==> config.mk <==
export PLATFORM = sky130hd
export DESIGN_NAME = htw_walk_flat
export DESIGN_NICKNAME = d
export VERILOG_FILES = /design/src/sv/htw_pkg.sv /design/src/sv/htw_item_if.sv /design/src/sv/htw_result_if.sv /design/src/sv/htw_cfg_if.sv /design/src/sv/htw_walk.sv /design/src/flat_wrapper.sv
export SDC_FILE = /design/constraint.sdc
export NUM_CORES = 1
export LEC_CHECK = 0
export BUFFER_PORTS_ARGS = -buffer_cell sky130_fd_sc_hd__buf_2
export CORE_ASPECT_RATIO = 0.75
export CORE_UTILIZATION = 45
export CTS_CLUSTER_SIZE = 8
export DETAILED_ROUTE_END_ITERATION = 7
export GPL_ROUTABILITY_DRIVEN = 0
export HOLD_SLACK_MARGIN = 0.06
export PLACE_DENSITY_LB_ADDON = 0.05
export SYNTH_ARGS = -nofsm -noshare
export SYNTH_HDL_FRONTEND = slang
export SYNTH_SLANG_ARGS = --single-unit
==> constraint.sdc <==
create_clock -name clk -period 2.1 [get_ports clk]
set_input_delay 0 -clock clk [delete_from_list [all_inputs] [get_ports clk]]
set_output_delay 0 -clock clk [all_outputs]
set_load 0.05 [all_outputs]
==> src/sv/htw_pkg.sv <==
package htw_pkg;

	localparam int IDX_W           = 9;
	localparam int SYM_W           = 8;
	localparam int BYTE_W          = 8;
	localparam int VB_W            = 4;
	localparam int MAX_NODES_DEF   = 512;
	localparam int SYMBOL_BITS_DEF = 8;

	localparam logic       KIND_LOAD   = 1'b0;
	localparam logic       KIND_DECODE = 1'b1;
	localparam logic [VB_W-1:0] BITS_PER_BYTE = VB_W'(BYTE_W);

endpackage

==> src/sv/htw_item_if.sv <==
interface htw_item_if
	import htw_pkg::*;
	();
	logic              valid;
	logic              ready;
	logic              kind;
	logic [IDX_W-1:0]  node_index;
	logic [IDX_W-1:0]  left_child;
	logic [IDX_W-1:0]  right_child;
	logic              is_leaf;
	logic [SYM_W-1:0]  leaf_symbol;
	logic [BYTE_W-1:0] data_byte;
	logic [VB_W-1:0]   valid_bits;
	logic              end_of_stream;

	modport source (
		output valid, kind, node_index, left_child, right_child, is_leaf, leaf_symbol,
		       data_byte, valid_bits, end_of_stream,
		input  ready
	);
	modport sink (
		input  valid, kind, node_index, left_child, right_child, is_leaf, leaf_symbol,
		       data_byte, valid_bits, end_of_stream,
		output ready
	);
endinterface

==> src/sv/htw_result_if.sv <==
interface htw_result_if
	import htw_pkg::*;
	();
	logic             valid;
	logic             ready;
	logic [SYM_W-1:0] symbol;
	logic             last_of_byte;

	modport source (output valid, symbol, last_of_byte, input ready);
	modport sink (input valid, symbol, last_of_byte, output ready);
endinterface

==> src/sv/htw_cfg_if.sv <==
interface htw_cfg_if
	import htw_pkg::*;
	();
	logic             valid;
	logic             ready;
	logic [IDX_W-1:0] root_node;

	modport source (output valid, root_node, input ready);
	modport sink (input valid, root_node, output ready);
endinterface

==> src/sv/htw_walk.sv <==
module htw_walk
	import htw_pkg::*;
#(
	parameter int MAX_NODES   = MAX_NODES_DEF,
	parameter int SYMBOL_BITS = SYMBOL_BITS_DEF,
	localparam int AW = (MAX_NODES > 1) ? $clog2(MAX_NODES) : 1,
	localparam int EW = 2 * IDX_W + 1 + SYMBOL_BITS
) (
	input  logic          clk,
	input  logic          arst_n,
	htw_item_if.sink      item,
	htw_result_if.source  result,
	htw_cfg_if.sink       cfg,
	output logic          ram_we,
	output logic [AW-1:0] ram_waddr,
	output logic [EW-1:0] ram_wdata,
	output logic          ram_re,
	output logic [AW-1:0] ram_raddr,
	input  logic [EW-1:0] ram_rdata
);

	localparam logic [2:0] S_IDLE  = 3'd0;
	localparam logic [2:0] S_FETCH = 3'd1;
	localparam logic [2:0] S_STEP  = 3'd2;
	localparam logic [2:0] S_CHECK = 3'd3;
	localparam logic [2:0] S_DONE  = 3'd4;

	function automatic logic in_range(input logic [IDX_W-1:0] idx);
		return 32'(idx) < MAX_NODES;
	endfunction

	logic [2:0]             state_q;
	logic [IDX_W-1:0]       root_q;
	logic [IDX_W-1:0]       cur_q;
	logic [IDX_W-1:0]       nxt_q;
	logic [BYTE_W-1:0]      byte_q;
	logic [VB_W-1:0]        rem_q;
	logic                   eos_q;
	logic                   oor_q;
	logic                   pend_v_q;
	logic [SYMBOL_BITS-1:0] pend_sym_q;
	logic                   out_v_q;
	logic [SYM_W-1:0]       out_sym_q;
	logic                   out_last_q;

	logic [IDX_W-1:0]       rd_left;
	logic [IDX_W-1:0]       rd_right;
	logic                   rd_leaf;
	logic [SYMBOL_BITS-1:0] rd_sym;
	logic                   bit_now;
	logic [IDX_W-1:0]       child;
	logic [IDX_W-1:0]       raddr_idx;
	logic                   more;
	logic                   out_free;
	logic                   accept;
	logic [VB_W-1:0]        nbits;
	logic                   push_mid;
	logic                   push_last;

	assign rd_left  = oor_q ? '0 : ram_rdata[EW-1 -: IDX_W];
	assign rd_right = oor_q ? '0 : ram_rdata[EW-1-IDX_W -: IDX_W];
	assign rd_leaf  = ~oor_q & ram_rdata[SYMBOL_BITS];
	assign rd_sym   = oor_q ? '0 : ram_rdata[SYMBOL_BITS-1:0];

	assign bit_now   = (state_q == S_STEP) ? byte_q[BYTE_W-1] : byte_q[BYTE_W-2];
	assign child     = bit_now ? rd_right : rd_left;
	assign more      = rem_q > VB_W'(1);
	assign out_free  = ~out_v_q | result.ready;
	assign raddr_idx = (state_q == S_FETCH) ? cur_q : child;
	assign ram_raddr = AW'(raddr_idx);
	assign ram_re    = (state_q == S_FETCH) || (state_q == S_STEP) ||
	                   ((state_q == S_CHECK) && !rd_leaf && more);

	assign item.ready = (state_q == S_IDLE) && !cfg.valid;
	assign cfg.ready  = (state_q == S_IDLE);
	assign accept     = item.valid & item.ready;
	assign nbits      = (item.valid_bits > BITS_PER_BYTE) ? BITS_PER_BYTE : item.valid_bits;

	assign ram_we    = accept && (item.kind == KIND_LOAD) && in_range(item.node_index);
	assign ram_waddr = AW'(item.node_index);
	assign ram_wdata = {item.left_child, item.right_child, item.is_leaf,
	                    SYMBOL_BITS'(item.leaf_symbol)};

	assign push_mid  = (state_q == S_CHECK) && rd_leaf && pend_v_q && out_free;
	assign push_last = (state_q == S_DONE) && pend_v_q && out_free;

	assign result.valid        = out_v_q;
	assign result.symbol       = out_sym_q;
	assign result.last_of_byte = out_last_q;

	always_ff @(posedge clk or negedge arst_n) begin
		if (!arst_n) begin
			state_q  <= S_IDLE;
			root_q   <= '0;
			cur_q    <= '0;
			pend_v_q <= 1'b0;
			out_v_q  <= 1'b0;
		end else begin
			if (push_mid || push_last) begin
				out_v_q <= 1'b1;
			end else if (result.valid && result.ready) begin
				out_v_q <= 1'b0;
			end
			unique case (state_q)
				S_IDLE: begin
					if (cfg.valid) begin
						root_q <= cfg.root_node;
						cur_q  <= cfg.root_node;
					end else if (accept && item.kind == KIND_DECODE) begin
						if (nbits != '0) begin
							state_q <= S_FETCH;
						end else if (item.end_of_stream) begin
							cur_q <= root_q;
						end
					end
				end
				S_FETCH: state_q <= S_STEP;
				S_STEP:  state_q <= S_CHECK;
				S_CHECK: begin
					if (!rd_leaf) begin
						cur_q <= nxt_q;
						if (!more) begin
							state_q <= S_DONE;
						end
					end else if (!pend_v_q || out_free) begin
						pend_v_q <= 1'b1;
						cur_q    <= root_q;
						state_q  <= more ? S_FETCH : S_DONE;
					end
				end
				S_DONE: begin
					if (!pend_v_q || out_free) begin
						pend_v_q <= 1'b0;
						if (eos_q) begin
							cur_q <= root_q;
						end
						state_q <= S_IDLE;
					end
				end
				default: state_q <= S_IDLE;
			endcase
		end
	end

	always_ff @(posedge clk) begin
		if (accept) begin
			byte_q <= item.data_byte;
			rem_q  <= nbits;
			eos_q  <= item.end_of_stream;
		end
		if (ram_re) begin
			oor_q <= ~in_range(raddr_idx);
		end
		if (state_q == S_STEP || ((state_q == S_CHECK) && !rd_leaf && more)) begin
			nxt_q <= child;
		end
		if ((state_q == S_CHECK) && (!rd_leaf || !pend_v_q || out_free)) begin
			byte_q <= byte_q << 1;
			rem_q  <= rem_q - VB_W'(1);
		end
		if ((state_q == S_CHECK) && rd_leaf && (!pend_v_q || out_free)) begin
			pend_sym_q <= rd_sym;
		end
		if (push_mid || push_last) begin
			out_sym_q  <= SYM_W'(pend_sym_q);
			out_last_q <= push_last;
		end
	end

endmodule

==> src/flat_wrapper.sv <==
// flat-port wrapper written by rule: the top's interface ports become plain ports
module htw_walk_flat import htw_pkg::*;
#(
	parameter int MAX_NODES   = MAX_NODES_DEF,
	parameter int SYMBOL_BITS = SYMBOL_BITS_DEF,
	localparam int AW = (MAX_NODES > 1) ? $clog2(MAX_NODES) : 1,
	localparam int EW = 2 * IDX_W + 1 + SYMBOL_BITS
)
  (clk, arst_n, ram_we, ram_waddr, ram_wdata, ram_re, ram_raddr, ram_rdata, item_valid, item_kind, item_node_index, item_left_child, item_right_child, item_is_leaf, item_leaf_symbol, item_data_byte, item_valid_bits, item_end_of_stream, item_ready, result_valid, result_symbol, result_last_of_byte, result_ready, cfg_valid, cfg_root_node, cfg_ready);
  htw_item_if item_i ();
  htw_result_if result_i ();
  htw_cfg_if cfg_i ();
  input  logic clk;
  input  logic arst_n;
  output logic ram_we;
  output logic [AW-1:0] ram_waddr;
  output logic [EW-1:0] ram_wdata;
  output logic ram_re;
  output logic [AW-1:0] ram_raddr;
  input  logic [EW-1:0] ram_rdata;
  input wire logic [$bits(item_i.valid)-1:0] item_valid;
  input wire logic [$bits(item_i.kind)-1:0] item_kind;
  input wire logic [$bits(item_i.node_index)-1:0] item_node_index;
  input wire logic [$bits(item_i.left_child)-1:0] item_left_child;
  input wire logic [$bits(item_i.right_child)-1:0] item_right_child;
  input wire logic [$bits(item_i.is_leaf)-1:0] item_is_leaf;
  input wire logic [$bits(item_i.leaf_symbol)-1:0] item_leaf_symbol;
  input wire logic [$bits(item_i.data_byte)-1:0] item_data_byte;
  input wire logic [$bits(item_i.valid_bits)-1:0] item_valid_bits;
  input wire logic [$bits(item_i.end_of_stream)-1:0] item_end_of_stream;
  output wire logic [$bits(item_i.ready)-1:0] item_ready;
  output wire logic [$bits(result_i.valid)-1:0] result_valid;
  output wire logic [$bits(result_i.symbol)-1:0] result_symbol;
  output wire logic [$bits(result_i.last_of_byte)-1:0] result_last_of_byte;
  input wire logic [$bits(result_i.ready)-1:0] result_ready;
  input wire logic [$bits(cfg_i.valid)-1:0] cfg_valid;
  input wire logic [$bits(cfg_i.root_node)-1:0] cfg_root_node;
  output wire logic [$bits(cfg_i.ready)-1:0] cfg_ready;
  assign item_i.valid = item_valid;
  assign item_i.kind = item_kind;
  assign item_i.node_index = item_node_index;
  assign item_i.left_child = item_left_child;
  assign item_i.right_child = item_right_child;
  assign item_i.is_leaf = item_is_leaf;
  assign item_i.leaf_symbol = item_leaf_symbol;
  assign item_i.data_byte = item_data_byte;
  assign item_i.valid_bits = item_valid_bits;
  assign item_i.end_of_stream = item_end_of_stream;
  assign item_ready = item_i.ready;
  assign result_valid = result_i.valid;
  assign result_symbol = result_i.symbol;
  assign result_last_of_byte = result_i.last_of_byte;
  assign result_i.ready = result_ready;
  assign cfg_i.valid = cfg_valid;
  assign cfg_i.root_node = cfg_root_node;
  assign cfg_ready = cfg_i.ready;
  htw_walk #(.MAX_NODES(MAX_NODES), .SYMBOL_BITS(SYMBOL_BITS)) u_core (.clk(clk), .arst_n(arst_n), .item(item_i), .result(result_i), .cfg(cfg_i), .ram_we(ram_we), .ram_waddr(ram_waddr), .ram_wdata(ram_wdata), .ram_re(ram_re), .ram_raddr(ram_raddr), .ram_rdata(ram_rdata));
endmodule
# After elaboration in Yosys (flattened, before gate mapping)
# Index checks and enable logic that the tools add are counted.
# W data, S select, Z words.
# word_totals
reg_bits	62
wordCells	101
inputBits	91
# classes
mux	32
n_addsub	1
n_eq_ne	16
n_reduce_logical	33
n_lt_le_gt_ge	2
n_bitwise	4
# ops
operator	n
$mux W9	10
$pmux W9 S3	1
$mux W3	8
$mux W8	2
$pmux W3 S5	1
$logic_and A1 B1 Y1	13
$mux W4	3
$ne A3 B3 Y1 const B	3
$ne A2 B1 Y1 const B	4
$logic_or A1 B1 Y1	7
$reduce_and A7 Y1	1
$eq A3 B2 Y1 const B	2
$mux W1	6
$ne A2 B2 Y1 const B	3
$ne A3 B2 Y1 const B	2
$reduce_and A6 Y1	1
$reduce_bool A2 Y1	3
$gt A4 B1 Y1 const B	1
$gt A4 B4 Y1 const B	1
$reduce_and A4 Y1	1
$reduce_bool A4 Y1	1
$sub A4 B1 Y4 const B	1
$eq A3 B1 Y1 const B	1
$eq A3 B3 Y1 const B	1
other kinds (8)	11

# Logic depth before layout (Yosys ltp)
# logic_depth
ltp_word	7
mapped_depth	7

# Worst setup path after synthesis
# OpenSTA, ideal clock, no wires.
# synth_path
path_type	flip-flop to flip-flop
start	register u_core.state_q[1]
end	register u_core.cur_q[0]
t_arrival_ps	3110
period_less_slack_ps	3235
slack_ps	-1135
stages_incl_launch_ff	6
required_ps	1975
n_path_buf	1
path_cell_list	dfrtp_1 > buf_4 > nor4_1 > o21ai_0 > o221ai_2 > mux2_2
# synth_between
elab_chain_cells	6
# synth_rtl
item	line_no	rtl
from (decl)	htw_walk.sv:32	logic [2:0] state_q;
from (signal assigned)	htw_walk.sv:128	state_q <= more ? S_FETCH : S_DONE;
$logic_not A3 Y1	htw_walk.sv:74	assign item.ready = (state_q == S_IDLE) && !cfg.valid;
$logic_and A1 B1 Y1	htw_walk.sv:74	
net item_ready	flat_wrapper.sv:31	output wire logic [$bits(item_i.ready)-1:0] item_ready;
$and A1 B1 Y1	htw_walk.sv:76	assign accept = item.valid & item.ready;
$logic_and A1 B1 Y1	htw_walk.sv:109	end else if (accept && item.kind == KIND_DECODE) begin
$ne A3 B2 Y1 (no source line)	n/a	
$reduce_and A7 Y1 (no source line)	n/a	
to (signal assigned)	htw_walk.sv:108	cur_q <= cfg.root_node;
to (signal assigned)	htw_walk.sv:113	cur_q <= root_q;
to (signal assigned)	htw_walk.sv:121	cur_q <= nxt_q;
to (decl)	htw_walk.sv:34	logic [IDX_W-1:0] cur_q;
# The timed path passes the listed nets, and every way through them passes these cells.
# A chain may end at the register's enable or synchronous reset.

# Final worst setup path
# layout_path
start	register u_core.state_q[0]
end	output port ram_raddr[4]
# layout_between
elab_chain_cells	4
# layout_rtl
item	line_no	rtl
$eq A3 B2 Y1	htw_walk.sv:65	assign bit_now = (state_q == S_STEP) ? byte_q[BYTE_W-1] : byte_q[BYTE_W-2];
$mux W1	htw_walk.sv:65	
$mux W9	htw_walk.sv:66	assign child = bit_now ? rd_right : rd_left;
net u_core.child[4]	htw_walk.sv:51	logic [IDX_W-1:0] child;
$mux W9	htw_walk.sv:69	assign raddr_idx = (state_q == S_FETCH) ? cur_q : child;
to (decl)	flat_wrapper.sv:19	output logic [AW-1:0] ram_raddr;
# The timed path passes the listed nets, and every way through them passes these cells.

==> flow_summary_export.csv <==
group,metric,value,unit
timing,max-slew-margin-rel,59.19,%
clocking,cts_buffers,9,
synthesis,synth_edf_count,38,
timing,fin_crit_sh,107.7,%
floorplanning,rows,26,
clocking,clk_latency,0.34,ns
drt,top_layer,"met4",
drt,routed_wl,7605,µm
synthesis,yosysTopAreaCell,"edfxtp_1",
global_routing,grt_use_total,21.22,%
clocking,cts_root_buffer,"clkbuf_8",
timing,worstMarginPinSlew,0.6103,ns
timing,fmaxAchievable,0.4421,GHz
synthesis,synth_nets,364,
drt,ant_nets,0,
worst_setup_path,crit-reg2reg-launch,"u_core.state_q[0]$_DFFE_PN0P_",
worst_hold_path,min_path_cells,3,
timing,fin_ws,-0.1619,ns
worst_hold_path,hp-class,"in2reg",
drt,wl_met1,3526,µm
place,port_buffers,77,
worst_setup_path,crit_type,"reg2out",
global_routing,grt_pass1_wl,11840,µm
worst_hold_path,whs_endpoint,"u_core.rem_q[0]$_DFFE_PP_",
clocking,cts_max_path_buffers,2,
worst_setup_path,cp_max_fo,9,
synthesis,seq_area_frac_synth,53.45,%
timing,slew_violations,0,
synthesis,avgSynthCellArea,11.99,µm²
timing,rsz0062_at_grt,"true",
drt,vias,2512,
worst_setup_path,critPathCaptureType,"output port",
synthesis,synth.distinct_cells,48,
place,dp_hpwl,4625,µm
layout,design_area,0.004796,mm²
layout,drive_gt1_share,37.05,%
drt,dr_wl_met3,449,µm
synthesis,ys_ff_latch,62,
timing,hold_viol,0,
timing,setup_tns,-1.244,ns
layout,instances_no_fill,519,
floorplanning,dieArea,0.007568,mm²
global_routing,grt_max_degree,24,
timing,min_period,2.262,ns
worst_setup_path,r2r_setup_slack,0.14,ns
clocking,cts_tree,"built",
floorplanning,design.core.area,0.006897,mm²
synthesis,yosys.area.top_type_share,35.12,%
outcome,violations,"setup timing",
global_routing,antenna_found_initial,0,
layout,syn2layout_area_growth,47.59,%
drt,drc_errors,0,
synthesis,netlist_top_cells_area,"edfxtp_1 (35%), dfrtp_1 (18%), mux2_2 (9.4%)",
worst_setup_path,crit_arrival,2.26,ns
timing,setup_viol,9,
floorplanning,die_h,75.59,µm
run,maxCapViolations,0,
place,dp_cells,413,
drt,avgViaCountPerCell,4.840,
layout,fin_nets,509,
synthesis,synthCells,271,
pwr,power.total,7.014,mW
synthesis,yosys_warnings,0,
drt,detail_route.wl_per_cell,14.65,µm
clocking,clk_pin_slew,0.08,ns
worst_setup_path,crit_required,2.10,ns
floorplanning,ios,150,
floorplanning,start_util,47.12,%
synthesis,syn_area,0.003249,mm²
pwr,p_leak,2.015,nW
outcome,status,"finished, violations left",
place,post_dp_cell_area,0.003618,mm²
drt,drtIter0Drc,121,
worst_setup_path,reg2reg_depth,5,
floorplanning,die_w,100.1,µm
drt,met2_length,3575,µm
global_routing,grt_pass1_vias,2378,
worst_setup_path,r2r_end,"u_core.cur_q[1]$_DFFE_PN0P_",
worst_setup_path,worstSetupStartpointType,"flip-flop",
pwr,power.density,1462,mW/mm²
clocking,htree_levels,3,
timing,clock_skew,0.006730,ns
drt,first_pass_iters,4,
clocking,clkSinkCount,62,
worst_hold_path,hp-start,"item_valid_bits[0]",
timing,holdWs,0.1308,ns
global_routing,grt_overflow,0,
synthesis,async_flop_share,37.10,%
synthesis,synth-main-ff-cell,"edfxtp_1",
layout,antenna_cells,0,
pwr,ir_worst_vdd,0.9301,mV
-- routing by layer --
metal | GRT usage (%) | up-vias
met1 | 28.51 | 1175
met5 | 0 | -
met4 | 4.831 | 0
met2 | 34.09 | 101
met3 | 6.789 | 5
li1 | - | 1231
-- Yosys cell counts (all sizes together), types with 3 or more instances --
| master | instances |
|---|---|
| buf | 46 |
| edfxtp | 38 |
| mux2 | 27 |
| dfrtp | 23 |
| nand2 | 21 |
| o21ai | 16 |
| inv | 15 |
| mux2i | 11 |
| o221ai | 10 |
| a22o | 7 |
| nor2 | 6 |
| nand2b | 5 |
| clkbuf | 4 |
| a21oi | 3 |
| and3b | 3 |
| nor3 | 3 |
| nor3b | 3 |
-- worst max-delay path by stage --
stage | endpoint | startpoint | cells past startpoint | slack, ns
5_1_grt | ram_raddr[4] | u_core.state_q[0]$_DFFE_PN0P_ | 6 | -0.24
6_report | ram_raddr[4] | u_core.state_q[0]$_DFFE_PN0P_ | 6 | -0.16
3_5_place_dp | ram_raddr[3] | u_core.state_q[0]$_DFFE_PN0P_ | 6 | 0.13
2_1_floorplan | u_core.cur_q[0]$_DFFE_PN0P_ | u_core.state_q[0]$_DFFE_PN0P_ | 5 | 0.05
3_3_place_gp | ram_raddr[6] | u_core.state_q[0]$_DFFE_PN0P_ | 6 | 0.17
4_1_cts | ram_raddr[3] | u_core.state_q[0]$_DFFE_PN0P_ | 6 | -0.15
-- cell type report --
type / count / area (µm²)
Inverter: 15 / 56.30
Tap cell: 98 / 122.6
Clock buffer: 9 / 123.9
Multi-Input combinational cell: 144 / 1165
Fill cell: 528 / 2101
Sequential cell: 62 / 1740
Timing Repair Buffer: 184 / 1490
Clock inverter: 7 / 97.59
-- cells by family after synthesis --
family          after synthesis  share of synthesized area, %
compound gates               49                         10.97
flops                        62                         53.45
mux                          38                         12.86
buf+inv                      65                         12.24
fa+ha+maj                     2                        0.7700
xor+xnor                      3                        0.8088
simple gates                 52                         8.896
-- power by group --
part	internal, mW	switching, mW	leakage [nW]
Clock	0.672	0.498	0.106
Sequential	1.91	0.225	0.639
Combinational	1.57	2.14	1.27
Total	4.15	2.86	2.02
-- state kept, by name, summed over array words and instances, names as in the netlist --
register                    flops
u_core.state_q                  3
u_core.byte_q                   8
u_core.root_q                   9
u_core.rem_q                    4
u_core.cur_q                    9
u_core.nxt_q                    9
u_core.result.last_of_byte      1
u_core.result.symbol            8
u_core.pend_sym_q               8
u_core.result.valid             1
u_core.eos_q                    1
u_core.pend_v_q                 1
-- per-stage QoR --
step	worst slack, ns	utilization, %
floorplan	0.04522	-
global placement	0.1743	52.47
detailed placement	0.1256	52.47
CTS	-0.1494	69.25
global route	-0.2428	69.54
finish	-0.1619	69.54
-- critical path, stage by stage, from the launching register on --
cell,delay (ns)
dfrtp_2,0.43
nor3b_4,0.23
mux2i_2,0.28
buf_12,0.17
mux2_2,0.35
mux2_2,0.29
buf_6,0.16
-- cell usage in the layout, fill, tap and decap left out, types with 10 or more instances in the layout --
| cell type | instances |
|---|---|
| dfrtp_1 | 20 |
| buf_4 | 19 |
| mux2i_1 | 10 |
| mux2_2 | 27 |
| inv_1 | 15 |
| dlygate4sd3_1 | 86 |
| edfxtp_1 | 38 |
| buf_2 | 66 |
| nand2_1 | 21 |
| o21ai_0 | 15 |
-- timing repair --
item,CTS,global route
endpoints found under the setup margin,9,11
pin swaps,0,0
hold buffers,86,0
resized for setup,21,2
hold endpoints to repair,99,0
buffers inserted,2,2
Power figures use the tool's default switching activity.
